[src/hdl/tvn_pkg.sv]
// Package for the terrain vertex normal generator.
// Field widths, pipeline depths and shared types; no dependencies.
package tvn_pkg;

  localparam int IDX_W    = 10;  // row / column width
  localparam int CFG_GW   = 11;  // grid size register width
  localparam int CFG_TW   = 7;   // tile size register width
  localparam int HGT_W    = 16;  // height width, signed Q7.8
  localparam int DIFF_W   = HGT_W + 1;
  localparam int ABS_W    = HGT_W;
  localparam int SQ_W     = 2 * ABS_W;
  localparam int SUM_W    = SQ_W + 1;
  localparam int LIM_W    = SQ_W + 28;
  localparam int ACC_W    = LIM_W + 6;
  localparam int NRM_W    = 15;  // magnitude of one normal component
  localparam int SQRT_STEPS = NRM_W;
  localparam int TEX_W    = IDX_W + 8;
  localparam int DIV_STEPS  = TEX_W;
  localparam int LANES    = 3;   // x, y, z

  localparam int LANE_X = 0;
  localparam int LANE_Y = 1;
  localparam int LANE_Z = 2;

  // Limit for the y component: 256^2 << 28
  localparam logic [LIM_W-1:0] LIM_Y = LIM_W'(1) << 44;
  localparam logic [SUM_W-1:0] SUM_ONE = SUM_W'(65536);

  // APB register indexes
  localparam logic [1:0] REG_COLS = 2'd0;
  localparam logic [1:0] REG_ROWS = 2'd1;
  localparam logic [1:0] REG_TILE = 2'd2;

  typedef struct packed {
    logic signed [HGT_W-1:0] hc;
    logic                    sx;
    logic                    sz;
  } side_t;

endpackage

[src/hdl/tvn_front.sv]
// Front stages: differences, border test, squares and the normalizer sum.
// Uses tvn_pkg.
module tvn_front (
  input  logic                          clk_i,
  input  logic                          rst_ni,
  input  logic                          en_i,
  input  logic                          v_i,
  input  logic [tvn_pkg::IDX_W-1:0]     row_i,
  input  logic [tvn_pkg::IDX_W-1:0]     col_i,
  input  logic signed [tvn_pkg::HGT_W-1:0] hc_i,
  input  logic signed [tvn_pkg::HGT_W-1:0] hl_i,
  input  logic signed [tvn_pkg::HGT_W-1:0] hr_i,
  input  logic signed [tvn_pkg::HGT_W-1:0] ha_i,
  input  logic signed [tvn_pkg::HGT_W-1:0] hb_i,
  input  logic [tvn_pkg::CFG_GW-1:0]    cols_i,
  input  logic [tvn_pkg::CFG_GW-1:0]    rows_i,
  output logic                          v_o,
  output logic [tvn_pkg::SUM_W-1:0]     s_o,
  output logic [tvn_pkg::LIM_W-1:0]     lim_o [tvn_pkg::LANES],
  output tvn_pkg::side_t                side_o
);
  import tvn_pkg::*;

  logic signed [DIFF_W-1:0] dx, dz;
  logic                     border;
  logic [ABS_W-1:0]         ax_d, az_d, ax_q, az_q;
  side_t                    sa_d, sa_q, sb_q, sc_q;
  logic [SQ_W-1:0]          sqx_q, sqz_q;
  logic [SUM_W-1:0]         s_q;
  logic [LIM_W-1:0]         limx_q, limz_q;
  logic                     va_q, vb_q, vc_q;

  always_comb begin
    dx = DIFF_W'(hl_i) - DIFF_W'(hr_i);
    dz = DIFF_W'(hb_i) - DIFF_W'(ha_i);
    border = (row_i == '0) || (col_i == '0) ||
             ({1'b0, row_i} + CFG_GW'(1) >= rows_i) ||
             ({1'b0, col_i} + CFG_GW'(1) >= cols_i);
    // Border points take zero slopes, which yields a straight-up normal.
    ax_d = border ? '0 : ABS_W'(dx[DIFF_W-1] ? -dx : dx);
    az_d = border ? '0 : ABS_W'(dz[DIFF_W-1] ? -dz : dz);
    sa_d.hc = hc_i;
    sa_d.sx = !border && dx[DIFF_W-1];
    sa_d.sz = !border && dz[DIFF_W-1];
  end

  always_ff @(posedge clk_i or negedge rst_ni) begin
    if (!rst_ni) begin
      va_q <= 1'b0;
      vb_q <= 1'b0;
      vc_q <= 1'b0;
    end else if (en_i) begin
      va_q <= v_i;
      vb_q <= va_q;
      vc_q <= vb_q;
    end
  end

  always_ff @(posedge clk_i) begin
    if (en_i) begin
      ax_q   <= ax_d;
      az_q   <= az_d;
      sa_q   <= sa_d;
      sqx_q  <= ax_q * ax_q;
      sqz_q  <= az_q * az_q;
      sb_q   <= sa_q;
      s_q    <= SUM_W'(sqx_q) + SUM_W'(sqz_q) + SUM_ONE;
      limx_q <= LIM_W'(sqx_q) << 28;
      limz_q <= LIM_W'(sqz_q) << 28;
      sc_q   <= sb_q;
    end
  end

  assign v_o = vc_q;
  assign s_o = s_q;
  assign lim_o[LANE_X] = limx_q;
  assign lim_o[LANE_Y] = LIM_Y;
  assign lim_o[LANE_Z] = limz_q;
  assign side_o = sc_q;

endmodule

[config.mk]
export PLATFORM = sky130hd
export DESIGN_NAME = tvn_front
export DESIGN_NICKNAME = d
export VERILOG_FILES = /design/src/hdl/tvn_pkg.sv /design/src/hdl/tvn_front.sv
export SDC_FILE = /design/constraint.sdc
export NUM_CORES = 1
export LEC_CHECK = 0
export ABC_AREA = 1
export ABC_CLOCK_PERIOD_IN_PS = 5300
export BUFFER_PORTS_ARGS = -buffer_cell sky130_fd_sc_hd__buf_2
export CAP_MARGIN = 20
export CORE_AREA = 2 2 224 270
export CTS_BUF_LIST = sky130_fd_sc_hd__clkbuf_16
export DETAILED_ROUTE_END_ITERATION = 8
export DIE_AREA = 0 0 226 272
export GPL_TIMING_DRIVEN = 1
export MAX_ROUTING_LAYER = met4
export PLACE_DENSITY = 0.76
export REMOVE_ABC_BUFFERS = 1
export SLEW_MARGIN = 15
export SYNTH_ARGS = -nofsm -noshare
export SYNTH_HDL_FRONTEND = slang
export SYNTH_SLANG_ARGS = --single-unit
export TNS_END_PERCENT = 5
[constraint.sdc]
create_clock -name clk_i -period 5.3 [get_ports clk_i]
set_input_delay 0.265 -clock clk_i [delete_from_list [all_inputs] [get_ports clk_i]]
set_output_delay 0.265 -clock clk_i [all_outputs]
set_load 0.02 [all_outputs]
# After elaboration in Yosys (flattened, before gate mapping)
# Cells that the tools add are included.
word_totals:
  regBits: 250
  input_bits: 126
  out_inout_bits: 232
classes:
  add_sub_neg: 8
  multipliers: 2
  n_lt_le_gt_ge: 2
  n_mux: 2
  reduce_logical: 8
op_table:
  columns: ["operator", "count"]
  rows:
  - ["16-bit by 16-bit multiplier with 32-bit output", 2]
  - ["16-bit by 16-bit subtractor with 17-bit output", 2]
  - ["32-bit by 32-bit adder with 33-bit output", 1]
  - ["33-bit by 17-bit adder with 33-bit output, second input constant", 1]
  - ["16-bit 2-to-1 mux", 2]
  - ["16-bit negator", 2]
  - ["10-bit by 1-bit adder with 11-bit output, second input constant", 2]
  - ["11-bit >= comparator", 2]
  - ["10-bit zero test", 2]
  - ["1-bit logical OR", 3]
  - ["1-bit logical AND", 2]
  - ["1-bit zero test", 1]

# Longest topological paths before layout
depth:
  ltp_word: 6
  ltp_mapped: 28
  ltp_nobuf: 26

# Worst setup path before layout
# OpenSTA, ideal clock, no wires.
synth_path:
  kind: "reg-to-reg"
  startpoint: "reg az_q[9]"
  endpoint: "reg sqz_q[24] (data pin)"
  setup_ns: 0.252
  arrival_ns: 5.503
  required_time_ns: 5.048
  path_slack_ns: -0.456
  path_stages_with_launch: 27
  path_buffers: 1
  path_cell_list: "edfxtp_1 -> clkbuf_1 -> nand2_1 -> inv_1 -> fa_1 -> inv_1 -> fa_1 -> inv_1 -> fa_1 -> inv_1 -> fa_1 -> inv_1 -> fa_1 -> inv_1 -> fa_1 -> inv_1 -> ha_1 -> nand2_1 -> nor2_1 -> inv_1 -> o21ai_0 -> nand2_1 -> nand2_1 -> a21o_1 -> nand2_1 -> nand3_1 -> nand2_1"
synth_between:
  elab_chain_cells: 1
synth_lines:
  columns: ["element", "line", "text"]
  rows:
  - ["from (decl)", "tvn_front.sv:26", "logic [ABS_W-1:0] ax_d, az_d, ax_q, az_q;"]
  - ["from (signal assigned)", "tvn_front.sv:62", "az_q <= az_d;"]
  - ["16-bit by 16-bit multiplier with 32-bit output", "tvn_front.sv:65", "sqz_q <= az_q * az_q;"]
  - ["to (signal assigned)", "tvn_front.sv:65", null]
  - ["to (decl)", "tvn_front.sv:28", "logic [SQ_W-1:0] sqx_q, sqz_q;"]
# Every way passes these cells.
# A chain may end at the register's enable or synchronous reset.

# Worst setup path after layout
layout_path:
  startpoint: "reg ax_q[8]"
  endpoint: "reg sqx_q[27] (data pin)"
layout_between:
  elab_chain_cells: 1
layout_lines:
  columns: ["element", "line", "text"]
  rows:
  - ["from (decl)", "tvn_front.sv:26", null]
  - ["from (signal assigned)", "tvn_front.sv:61", "ax_q <= ax_d;"]
  - ["16-bit by 16-bit multiplier with 32-bit output", "tvn_front.sv:64", "sqx_q <= ax_q * ax_q;"]
  - ["to (signal assigned)", "tvn_front.sv:64", null]
  - ["to (decl)", "tvn_front.sv:28", null]
# Every way passes these cells.

==> impl_metrics.py <==
metrics = {
    "sta": {
        "period_minus_slack_ns": 5.69,
        "slew_headroom_pct": 48.1,
        "finalWorstSetupSlack_ns": -0.395,
        "post-route-period-util_pct": 107,
        "fin_skew_ns": 0.0284,
        "setup_viol": 38,
        "maxSlewViolCount": 0,
        "max_clock_freq_ghz": 0.176,
        "rsz0062_at_grt": "yes",
        "finalSetupTns_ns": -6.28,
        "worst_slew_pin_slew_ns": 0.778,
        "final-hold-violation-count": 0,
    },
    "min_path": {
        "hold_path_class": "input port to flip-flop",
        "hold_start": "en_i",
        "hold_path_end": "sb_q[4]",
        "worstHoldPathCells": 1,
    },
    "placed_design": {
        "dp_cells": 4628,
        "place.gp.congestion": 0.936,
        "placed_area_sq_um": 32900,
        "dp_hpwl_mm": 58.8,
        "portBuffers": 239,
    },
    "setup_path": {
        "worstReg2RegStart": "ax_q[8]",
        "cp_max_fo": 6,
        "cp_common_cell": "fa_1",
        "reg2reg_setup_slack_ns": -0.39,
        "endpoint_kind": "flip-flop",
        "worstPathCellList": "nand2_1 > inv_1 > fa_1 > inv_2 > fa_1 > inv_2 > fa_1 > fa_1 > fa_1 > inv_2 > fa_1 > inv_2 > ha_4 > a21oi_4 > o21ai_1 > a21oi_1 > nand2_2 > a21boi_2 > buf_4 > o21bai_4 > nand2_2 > nand2_1 > nand2_1 > nand2_1",
        "critPathBufInv": 6,
        "critPathRequiredTime_ns": 5.62,
        "r2r_end": "sqx_q[27]",
        "worstSetupPathType": "flip-flop to flip-flop",
        "cp_top_family": "adder cells",
        "ff2ff_path_depth": 24,
        "slowest_delay_ns": 0.56,
        "critPathLaunchType": "flip-flop",
        "slowest_stage": "edfxtp_1",
        "cp.arrival_ns": 6.02,
    },
    "route": {
        "drt_wl_total_mm": 71.1,
        "first_iter_violations": 1334,
        "wire_per_inst_um": 15.0,
        "routed_via_density": 4.83,
        "dr.pass1.iters": 5,
        "remaining_drc_errors": 0,
        "antenna_left": 0,
        "vias": 22906,
    },
    "synth": {
        "async_flop_share_pct": 1.22,
        "ys_warn_count": 0,
        "synth_cell_types": 47,
        "synth_edf_count": 243,
        "seq_area_frac_synth_pct": 25.3,
        "syn_area_sq_um": 29100,
        "synth_ff_type": "edfxtp_1",
        "post-synth-top-area-cell": "edfxtp_1",
        "synthTopCellsByArea": "edfxtp_1 25%, fa_1 22%, ha_1 14%",
        "synth_cells": 3348,
        "syn_avg_cell_area_sq_um": 8.69,
        "ys_seq_elements": 246,
        "synth_top_area_share_pct": 25.1,
    },
    "layout": {
        "design_area_sq_um": 35100,
        "fin_nets": 4696,
        "drive_above_1_share_pct": 20.4,
        "layout.cells.non_filler": 4742,
        "area_delta_synth_final_pct": 20.7,
    },
    "die": {
        "rows": 98,
        "core_sq_um": 59000,
        "die_area_sq_um": 61500,
        "die_h_um": 272,
        "initial_utilization_pct": 49.3,
        "io_pins": 358,
        "die_w_um": 226,
    },
    "cts": {
        "cts_max_level": 1,
        "clk_pin_slew_ns": 0.06,
        "cts.sinks": 246,
        "ctsRootBufferMaster": "clkbuf_16",
        "cts_tree": "yes",
        "cts_buffer_depth": 3,
        "clk-insertion-delay-late_ns": 0.57,
        "cts_buffers": 26,
    },
    "global_routing": {
        "grt_pass1_vias": 23646,
        "grt_pass1_wl_mm": 114,
        "grt_overflow_total": 0,
        "antenna_found_initial": 2,
        "grt_max_degree": 151,
        "grt.total_usage_pct": 23.8,
    },
    "run_status": {
        "violations": "negative setup slack",
        "status": "complete, but fails checks",
    },
    "run": {
        "maxCapViolations": 0,
    },
}
[state kept, by name (all words and copies together) (netlist names), 18 cells and up]
signal  count
limx_q     31
sqz_q      31
s_o        33
side_o     18
sqx_q      31
sa_q       18
limz_q     31
sb_q       18
[Yosys cell counts, types with 4 or more instances]
master,instances
nor3_1,32
or2_2,5
a21o_1,10
nand3_1,91
xnor2_1,39
o21a_1,7
xor2_1,80
fa_1,326
nor2_1,157
o21bai_1,13
nor3b_1,5
ha_1,323
edfxtp_1,243
nor2_2,5
inv_1,853
a21oi_1,138
a31oi_1,18
nand3b_1,8
o21ai_0,68
a21boi_0,4
nand4_1,34
buf_4,118
clkbuf_1,58
nor4_1,4
nand2_1,669
[metrics by stage]
stage                     utilization, %  hold slack [ns]  setup WS (ns)
after CTS                           58.7            0.188         -0.273
after global placement              55.8           0.0627         -0.469
after floorplan                        -          -0.0306         -0.415
after detailed placement            55.8           0.0622         -0.531
after global routing                59.5            0.214         -0.580
final                               59.5            0.172         -0.395
[cells by family after synthesis]
family	Yosys count	synth area share [%]
DFF	246	25.3
muxes	1	0.0387
adders and majority gates	649	36.3
xor gates and xnor gates	119	3.58
AOI/OAI and AO/OA	275	5.30
and+or+nand+nor	1019	14.4
buffers and inverters	1037	15.0
other	2	0.0258
[layout make-up]
type,count,area [sq um]
diodes,1,2.50
clock buffers,26,651
clock inverters,22,265
fillers,4922,23900
inverters,854,3210
multi-input cells,2182,18400
flip-flops and latches,246,7370
well taps,800,1000
repair buffers,611,4170
[worst max-delay path by stage]
stage	startpoint	end	slack, ns	depth (start not counted)
2_1_floorplan	az_q[8]	sqz_q[24]	-0.41	25
3_3_place_gp	az_q[3]	sqz_q[30]	-0.47	26
3_5_place_dp	az_q[3]	sqz_q[30]	-0.53	26
4_1_cts	ax_q[6]	sqx_q[27]	-0.27	23
5_1_grt	ax_q[4]	sqx_q[27]	-0.58	24
6_report	ax_q[8]	sqx_q[27]	-0.39	24
[layout by cell type, fill, tap and decap left out, drive strengths merged, types with 34 or more instances in the layout]
cell / n
a21oi: 138
buf: 591
conb: 119
edfxtp: 243
fa: 326
ha: 323
inv: 856
nand2: 673
nand3: 93
nand4: 34
nor2: 164
o21ai: 69
xnor2: 39
xor2: 80
[per-layer routing]
layer | track usage, % | part of all wire [%] | up-vias
met5 | - | 0 | -
met4 | 9.74 | 4.8 | 0
met3 | 2.39 | 5.1 | 160
met2 | 41.4 | 50 | 681
met1 | 28.2 | 40 | 10844
li1 | - | - | 11221
[timing repair]
action,in CTS,in global routing
cloned,0,0
hold endpoints to repair,20,0
resized for setup,101,103
buffers inserted,29,18
pin swaps,48,59
endpoints found under the setup margin,40,43
hold buffers,19,0
[worst reg2reg max path, stage by stage (launching register included)]
cell and delay, ns:
edfxtp_1 0.56, nand2_1 0.17, inv_1 0.07, fa_1 0.52, inv_2 0.04, fa_1 0.54, inv_2 0.04, fa_1 0.49
fa_1 0.56, fa_1 0.53, inv_2 0.04, fa_1 0.49, inv_2 0.05, ha_4 0.25, a21oi_4 0.18, o21ai_1 0.09
a21oi_1 0.15, nand2_2 0.11, a21boi_2 0.14, buf_4 0.14, o21bai_4 0.06, nand2_2 0.08, nand2_1 0.05, nand2_1 0.07
nand2_1 0.04
Power is left out: the tool's default activity adds up to more than one toggle a clock period on the data nets, which glitch-free logic cannot reach.
