--- src/hdl/tvn_pkg.sv ---
// Package for the terrain vertex normal generator.
// Field widths, pipeline depths and shared types; no dependencies.
package tvn_pkg;

  localparam int IDX_W    = 10;  // row / column width
  localparam int CFG_GW   = 11;  // grid size register width
  localparam int CFG_TW   = 7;   // tile size register width
  localparam int HGT_W    = 16;  // height width, signed Q7.8
  localparam int DIFF_W   = HGT_W + 1;
  localparam int ABS_W    = HGT_W;
  localparam int SQ_W     = 2 * ABS_W;
  localparam int SUM_W    = SQ_W + 1;
  localparam int LIM_W    = SQ_W + 28;
  localparam int ACC_W    = LIM_W + 6;
  localparam int NRM_W    = 15;  // magnitude of one normal component
  localparam int SQRT_STEPS = NRM_W;
  localparam int TEX_W    = IDX_W + 8;
  localparam int DIV_STEPS  = TEX_W;
  localparam int LANES    = 3;   // x, y, z

  localparam int LANE_X = 0;
  localparam int LANE_Y = 1;
  localparam int LANE_Z = 2;

  // Limit for the y component: 256^2 << 28
  localparam logic [LIM_W-1:0] LIM_Y = LIM_W'(1) << 44;
  localparam logic [SUM_W-1:0] SUM_ONE = SUM_W'(65536);

  // APB register indexes
  localparam logic [1:0] REG_COLS = 2'd0;
  localparam logic [1:0] REG_ROWS = 2'd1;
  localparam logic [1:0] REG_TILE = 2'd2;

  typedef struct packed {
    logic signed [HGT_W-1:0] hc;
    logic                    sx;
    logic                    sz;
  } side_t;

endpackage

--- src/hdl/tvn_texdiv.sv ---
// Pipelined restoring divider for both texture coordinates, one quotient bit per stage.
// Uses tvn_pkg.
module tvn_texdiv (
  input  logic                       clk_i,
  input  logic                       rst_ni,
  input  logic                       en_i,
  input  logic                       v_i,
  input  logic [tvn_pkg::IDX_W-1:0]  col_i,
  input  logic [tvn_pkg::IDX_W-1:0]  row_i,
  input  logic [tvn_pkg::CFG_TW-1:0] ts_i,
  output logic                       v_o,
  output logic [tvn_pkg::IDX_W-1:0]  col_o,
  output logic [tvn_pkg::IDX_W-1:0]  row_o,
  output logic [tvn_pkg::TEX_W-1:0]  u_o,
  output logic [tvn_pkg::TEX_W-1:0]  v_tex_o
);
  import tvn_pkg::*;

  localparam int NL = 2;  // lane 0: column, lane 1: row

  logic              v_q   [DIV_STEPS];
  logic [CFG_TW-1:0] d_q   [DIV_STEPS];
  logic [TEX_W-1:0]  num_q [DIV_STEPS][NL];
  logic [TEX_W-1:0]  quo_q [DIV_STEPS][NL];
  logic [CFG_TW-1:0] rem_q [DIV_STEPS][NL];

  for (genvar j = 0; j < DIV_STEPS; j++) begin : g_step
    localparam int I = DIV_STEPS - 1 - j;
    logic              v_in;
    logic [CFG_TW-1:0] d_in;
    logic [TEX_W-1:0]  num_in [NL], quo_in [NL];
    logic [CFG_TW-1:0] rem_in [NL], rem_nx [NL];
    logic [CFG_TW:0]   t [NL];
    logic              ge [NL];

    if (j == 0) begin : g_first
      assign v_in = v_i;
      assign d_in = ts_i;
      assign num_in[0] = {col_i, 8'd0};
      assign num_in[1] = {row_i, 8'd0};
      for (genvar l = 0; l < NL; l++) begin : g_l
        assign quo_in[l] = '0;
        assign rem_in[l] = '0;
      end
    end else begin : g_next
      assign v_in = v_q[j-1];
      assign d_in = d_q[j-1];
      for (genvar l = 0; l < NL; l++) begin : g_l
        assign num_in[l] = num_q[j-1][l];
        assign quo_in[l] = quo_q[j-1][l];
        assign rem_in[l] = rem_q[j-1][l];
      end
    end

    always_comb begin
      for (int l = 0; l < NL; l++) begin
        t[l]      = {rem_in[l], num_in[l][I]};
        ge[l]     = t[l] >= {1'b0, d_in};
        rem_nx[l] = ge[l] ? CFG_TW'(t[l] - {1'b0, d_in}) : t[l][CFG_TW-1:0];
      end
    end

    always_ff @(posedge clk_i or negedge rst_ni) begin
      if (!rst_ni) begin
        v_q[j] <= 1'b0;
      end else if (en_i) begin
        v_q[j] <= v_in;
      end
    end

    always_ff @(posedge clk_i) begin
      if (en_i) begin
        d_q[j] <= d_in;
        for (int l = 0; l < NL; l++) begin
          num_q[j][l] <= num_in[l];
          rem_q[j][l] <= rem_nx[l];
          quo_q[j][l] <= ge[l] ? quo_in[l] | (TEX_W'(1) << I) : quo_in[l];
        end
      end
    end
  end

  assign v_o     = v_q[DIV_STEPS-1];
  assign col_o   = num_q[DIV_STEPS-1][0][TEX_W-1:8];
  assign row_o   = num_q[DIV_STEPS-1][1][TEX_W-1:8];
  assign u_o     = quo_q[DIV_STEPS-1][0];
  assign v_tex_o = quo_q[DIV_STEPS-1][1];

endmodule

--- config.mk ---
export PLATFORM = sky130hd
export DESIGN_NAME = tvn_texdiv
export DESIGN_NICKNAME = d
export VERILOG_FILES = /design/src/hdl/tvn_pkg.sv /design/src/hdl/tvn_texdiv.sv
export SDC_FILE = /design/constraint.sdc
export NUM_CORES = 1
export LEC_CHECK = 0
export BUFFER_PORTS_ARGS = -buffer_cell sky130_fd_sc_hd__buf_2
export CORE_UTILIZATION = 56
export CTS_BUF_LIST = sky130_fd_sc_hd__clkbuf_8
export CTS_CLUSTER_SIZE = 25
export DETAILED_ROUTE_END_ITERATION = 7
export GPL_TIMING_DRIVEN = 0
export PLACE_DENSITY = 0.69
export RECOVER_POWER = 50
export SLEW_MARGIN = 10
export SYNTH_ARGS = -nofsm -noshare
export SYNTH_HDL_FRONTEND = slang
export SYNTH_SLANG_ARGS = --single-unit
--- constraint.sdc ---
create_clock -name clk_i -period 2.85 [get_ports clk_i]
set_input_delay 0.57 -clock clk_i [delete_from_list [all_inputs] [get_ports clk_i]]
set_output_delay 0.57 -clock clk_i [all_outputs]
set_load 0.02 [all_outputs]
After elaboration in Yosys (flattened, before gate mapping)
Memories as Yosys holds them, arrays and structs flattened.
Cells that the tools add are included.
{"block": "word_totals", "reg_bits": 18, "ram_bits": 1674, "out_inout_bits": 57, "word_cells": 168, "n_memories": 4}
{"name": "num_q", "words": 18, "width": 36, "read_ports": 18, "rd_ports_with_merged_regs": 0, "wr": 18, "line_no": "tvn_texdiv.sv:23", "text": "logic [TEX_W-1:0] num_q [DIV_STEPS][NL];"}
{"name": "quo_q", "words": 18, "width": 36, "read_ports": 18, "rd_ports_with_merged_regs": 0, "wr": 18, "line_no": "tvn_texdiv.sv:24", "text": "logic [TEX_W-1:0] quo_q [DIV_STEPS][NL];"}
{"name": "rem_q", "words": 18, "width": 14, "read_ports": 17, "rd_ports_with_merged_regs": 0, "wr": 18, "line_no": "tvn_texdiv.sv:25", "text": "logic [CFG_TW-1:0] rem_q [DIV_STEPS][NL];"}
{"name": "d_q", "words": 18, "width": 7, "read_ports": 17, "rd_ports_with_merged_regs": 0, "wr": 18, "line_no": "tvn_texdiv.sv:22", "text": "logic [CFG_TW-1:0] d_q [DIV_STEPS];"}
{"block": "op_classes", "n_addsub": 36, "magnitude_cmp": 36, "n_mux": 74}
{"op": "8-bit by 7-bit greater-or-equal comparator with 1-bit output", "n": 34}
{"op": "7-bit two-way mux", "n": 38}
{"op": "7-bit subtractor", "n": 34}
{"op": "18-bit two-way mux", "n": 2}
{"op": "17-bit two-way mux", "n": 2}
{"op": "16-bit two-way mux", "n": 2}
{"op": "15-bit two-way mux", "n": 2}
{"op": "14-bit two-way mux", "n": 2}
{"op": "13-bit two-way mux", "n": 2}
{"op": "12-bit two-way mux", "n": 2}
{"op": "11-bit two-way mux", "n": 2}
{"op": "10-bit two-way mux", "n": 2}
{"op": "9-bit two-way mux", "n": 2}
{"op": "8-bit two-way mux", "n": 2}
{"op": "1-bit by 7-bit greater-or-equal comparator with 1-bit output", "n": 2}
{"op": "1-bit by 7-bit subtractor with 7-bit output", "n": 2}
{"op": "6-bit two-way mux", "n": 2}
{"op": "5-bit two-way mux", "n": 2}
{"op": "4-bit two-way mux", "n": 2}
{"op": "3-bit two-way mux", "n": 2}
{"op": "1-bit two-way mux", "n": 4}
{"op": "2-bit two-way mux", "n": 2}

Logic depth before layout (Yosys ltp)
An unclocked memory read counts as a cell.
{"block": "depth", "depth_word": 3, "mapped_depth": 9}

Least setup slack after synthesis
Ideal clock, no wire load.
{"block": "synth_timing", "kind": "reg-to-reg", "start": "mem d_q[7][0]", "end": "mem rem_q[4][10] (netlist name) (data pin)", "setup_time_ns": 0.260, "arrival_ns": 2.195, "path_slack_ns": 0.395, "path_stages_with_launch": 8, "path_buffers": 0, "period_less_slack_ns": 2.455, "cell_sequence": "edfxtp_1 -> ha_1 -> fa_1 -> nand2b_1 -> a21oi_1 -> and4bb_2 -> o21ai_4 -> mux2_2"}
{"item": "start: declaration", "line_no": "tvn_texdiv.sv:22"}
{"item": "end: declaration", "line_no": "tvn_texdiv.sv:25"}

==> metrics.log <==
INFO  metric timing.critical_path.slowest_cell_delay = 0.52 ns
INFO  metric combinationalPowerShare = 26.0%
INFO  metric crit_path_end_kind = register
INFO  metric seq_power_share = a little under half
INFO  metric cts_htree_levels = 4
INFO  metric global_route_wire_length_before_repair = between 100000 and 150000 um
INFO  metric final_cell_area = 51400 um^2
INFO  metric detailedRoute.firstIterationViolations = 1429
INFO  metric switching_part_of_the_total = 29.7%
INFO  metric cts_max_path_buffers = 3
INFO  metric pwr-share-clk = a little over a quarter
INFO  metric grt.total_usage = approximately a fifth
INFO  metric postSynth.asyncResetShare = roughly 1.7%
INFO  metric timing.final.ws_setup = 0.101 ns
INFO  metric timing.final.setup_violations = 0
INFO  metric area.growth.synth_to_final = 12.9%
INFO  metric required = ~3.4 ns
INFO  metric num-fill-cells = between 5000 and 6000
INFO  metric fin_crit_sh = between 90 and 100%
INFO  metric maximum_number_of_pins_on_one_net_before_global_route_repair = between 150 and 200
INFO  metric floorplan.die_area = between 80000 and 90000 um^2
INFO  metric ir_worst_vdd = about 0.00050 V
INFO  metric place.port_buffers = 87
INFO  metric timing.slew.headroom = -26.2%
INFO  metric yosysUniqueCellTypes = 54
INFO  metric run_status = complete, but fails checks
INFO  metric dpl.hpwl = roughly 50000 um
INFO  metric final-seq-area = between 30000 and 40000 um^2
INFO  metric routed_wl = 76000 um
INFO  metric critPathSlowestCell = edfxtp_1
INFO  metric clk_latency = between 0.8 and 0.9 ns
INFO  metric fin_worst_skew = ~0.053 ns
INFO  metric max_freq = roughly 360 MHz
INFO  metric largest_area_contributor_in_the_netlist = edfxtp_1
INFO  metric floorplan.rows = roughly 100
INFO  metric initial_core_util = 56.5%
INFO  metric core_area = between 80000 and 90000 um^2
INFO  metric via_per_inst = roughly 5.5
INFO  metric synth_seq_area_share = a little under three quarters
INFO  metric routed-via-count = between 20000 and 25000
INFO  metric die_width = between 200 and 300 um
INFO  metric synth-seq-cells = around 1100
INFO  metric arrival = 3.30 ns
INFO  metric share_of_final_layout_standard_cells_stronger_than_drive_strength_1 = between 10% and 20%
INFO  metric post_synth.cell_area_avg = 15.9 um^2
INFO  metric synth_enable_flop_cells = approximately 1100
INFO  metric synth_area_leaders = edfxtp_1 (70%), ha_1 (6.6%), mux2_2 (3.5%), inv_1 (1.7%), o21ai_0 (1.5%)
INFO  metric fin_total_pwr = between 40 and 50 mW
INFO  metric final_net_count = about 3500
INFO  metric worst-slew-pin-transition = approximately 1.9 ns
INFO  metric drtAntennaViolNets = 0
INFO  metric syn-instance-count = 2855
INFO  metric cellLeakagePower = 19.4 nW
INFO  metric cts.sinks = around 1100
INFO  metric worst_setup_slack_post_dpl = -1.14 ns
INFO  metric proportion_of_netlist_area_held_by_the_largest_area_contributor = between 60% and 70%
INFO  metric violations_in_the_final_reports = capacitance limit, slew limit
INFO  metric globalRoute.totalOverflow = 0
INFO  metric gp_congestion = a little under 0.9
INFO  metric timing.setup.critical_path_class = reg -> reg
INFO  metric syn_nets = 3158
INFO  metric final.setup.tns = 0 ns
INFO  metric power_switching = 14.0 mW
INFO  metric drt-wirelength-per-cell = ~17 um
INFO  metric tritoncts_clock_tree = built
INFO  metric combined_area_of_all_synthesized_cells = between 40000 and 50000 um^2
INFO  metric area_used_by_multi_input_combinational_logic = 12500 um^2
INFO  metric ys_top_cells_by_count = edfxtp_1 (1059), ha_1 (240), inv_1 (209)
INFO  metric tritoncts.num_buffers = about 180
INFO  metric drt_pass1_iterations = 7
INFO  metric finalHoldWorstSlack = 0.211 ns
INFO  metric maxCapViolations = 1
INFO  metric setup.worst_path.start_class = register
INFO  metric die_height = about 290 um
INFO  metric hold_viol_final = 0
INFO  metric cp_max_fo = 8
INFO  metric internal_power = about 33 mW
INFO  metric synthMostInstantiatedCell = edfxtp_1
INFO  metric synthesis.yosys.warnings = 0
INFO  metric route.detailed.drc = 0
INFO  metric first_global_vias = approximately 24000
INFO  metric synth-main-ff-cell = edfxtp_1
INFO  metric clk_pin_slew = around 0.060 ns
INFO  metric type_of_the_tightest_min_delay_check = in -> reg
INFO  metric period_needed = around 2.7 ns
INFO  metric path_cells = ha_1 > fa_1 > nand2b_1 > a21oi_1 > nand3b_1 > a311o_1 > buf_2 > mux2_2
INFO  metric cellPowerDensity = between 900 and 1000 nW/um^2
INFO  metric maxSlewViolCount = 81
INFO  metric number_of_antenna_violations_at_the_first_check_in_global_routing = 2
INFO  metric place_area = between 40000 and 50000 um^2
INFO  metric io_pins = slightly below 90
INFO  metric rsz0062_at_grt = no
INFO  metric clk_root_buffer_cell = clkbuf_8
-- power by group through the flow --
stage / Clock (mW) / Combinational [mW] / Sequential [mW]
floorplan: 0 / 9.19 / 21.8
global placement: 0 / 11.5 / 22.8
detailed placement: 0 / 11.9 / 22.4
CTS: 13.4 / 12.1 / 22.1
global route: 14.1 / 13.8 / 22.3
finish: 12.9 / 12.3 / 22.1
-- worst max-delay path, delay by kind of cell, from the launching register on --
kind,cells,cell delay [ns]
AO/OA/AOI/OAI,2,0.34
adder cells (fa/ha/maj),2,0.67
buffers and inverters,1,0.23
multiplexers,1,0.40
flip-flops,1,0.52
AND/OR/NAND/NOR,2,0.34
-- final cells by class --
cell class | count | share of cell area, %
flip-flops and latches | 1077 | 62.7
multi-input cells | 1546 | 24.2
clock buffers | 175 | 4.68
well taps | 1060 | 2.58
clock inverters | 137 | 2.04
repair buffers | 133 | 1.93
inverters | 209 | 1.53
plain buffers | 23 | 0.251
diodes | 2 | 0.00973
-- flip-flops by register name, summed over array words and instances, names as in the netlist --
signal,count
num_q,360
v_o,1
quo_q,342
rem_q,238
g_step.v_in,17
d_q,119
-- placed cells by master, fill, tap and decap left out, types with 9 or more instances in the layout --
cell              n
and3_1           12
clkbuf_1         14
bufinv_16         9
nand3_1          13
a21o_1           38
clkinv_1         40
nor4_1           13
o21ai_0         138
o31ai_1          20
ha_1            240
nand2_1          72
a311o_1          25
o2111ai_1        27
xnor2_1          46
dfrtp_1          18
edfxtp_1       1059
inv_1           250
o21a_1           52
nand2b_1         25
nor3_1           59
xor2_1           14
nor2b_1          37
nand4b_1          9
clkinv_2         27
mux2i_1          56
a21oi_1         104
nand4_1          18
a211oi_1         23
buf_2            86
dlygate4sd3_1    29
nor3b_1          25
o31a_1           27
nand3b_1         26
nor2_1          174
buf_4            10
fa_1             32
a211o_1          12
clkbuf_8        175
mux2_2          143
-- path summary, 6_finish.rpt --
path | startpoint | endpoint | slack, ns | cells past startpoint
worst max-delay path | d_q[5][0] | rem_q[3][6] | 0.10 | 8
worst min-delay path | en_i | num_q[0][63] | 0.21 | 1
worst max register to register | d_q[5][0] | rem_q[3][6] | 0.10 | 8
worst min register to register | num_q[5][48] | num_q[6][12] | 0.39 | 0
max in group asynchronous | rst_ni | g_step[9].v_in | 1.90 | 2
min in group asynchronous | rst_ni | g_step[1].v_in | 0.39 | 2
-- metal layers --
layer	share of wire, %	wire (um)	up-vias	GRT usage [%]
met5	0	0	-	0
met4	2.2	1650	0	6.60
met3	4.4	3310	129	3.94
met2	48	36600	489	30.3
met1	45	34500	11600	25.2
li1	-	-	11700	-
-- through the flow --
stage | instances | utilization [%]
finish | 4362 | 63.8
global route | 4362 | 63.8
CTS | 4350 | 63.7
detailed placement | 4008 | 58.9
global placement | 4002 | 58.7
floorplan | 2855 | -
-- repair_timing --
action / 4_1_cts / 5_1_grt
hold buffers: 29 / 0
cloned: 1 / 1
hold endpoints to repair: 46 / 0
pin swaps: 2 / 5
endpoints found under the setup margin: 51 / 70
gates resized for setup: 11 / 14
buffers inserted: 0 / 9
-- cells by family (layout without fill, tap and decap cells) --
kind of cell | after synthesis | in the layout | share of synthesized area [%]
AO/OA/AOI/OAI | 522 | 522 | 7.80
XOR/XNOR | 60 | 60 | 1.15
adder cells (fa/ha/maj) | 272 | 272 | 8.00
buffers and inverters | 232 | 677 | 1.97
flip-flops | 1077 | 1077 | 70.8
multiplexers | 199 | 199 | 4.77
other | 0 | 2 | 0
AND/OR/NAND/NOR | 493 | 493 | 5.47
Power figures use the tool's default switching activity.
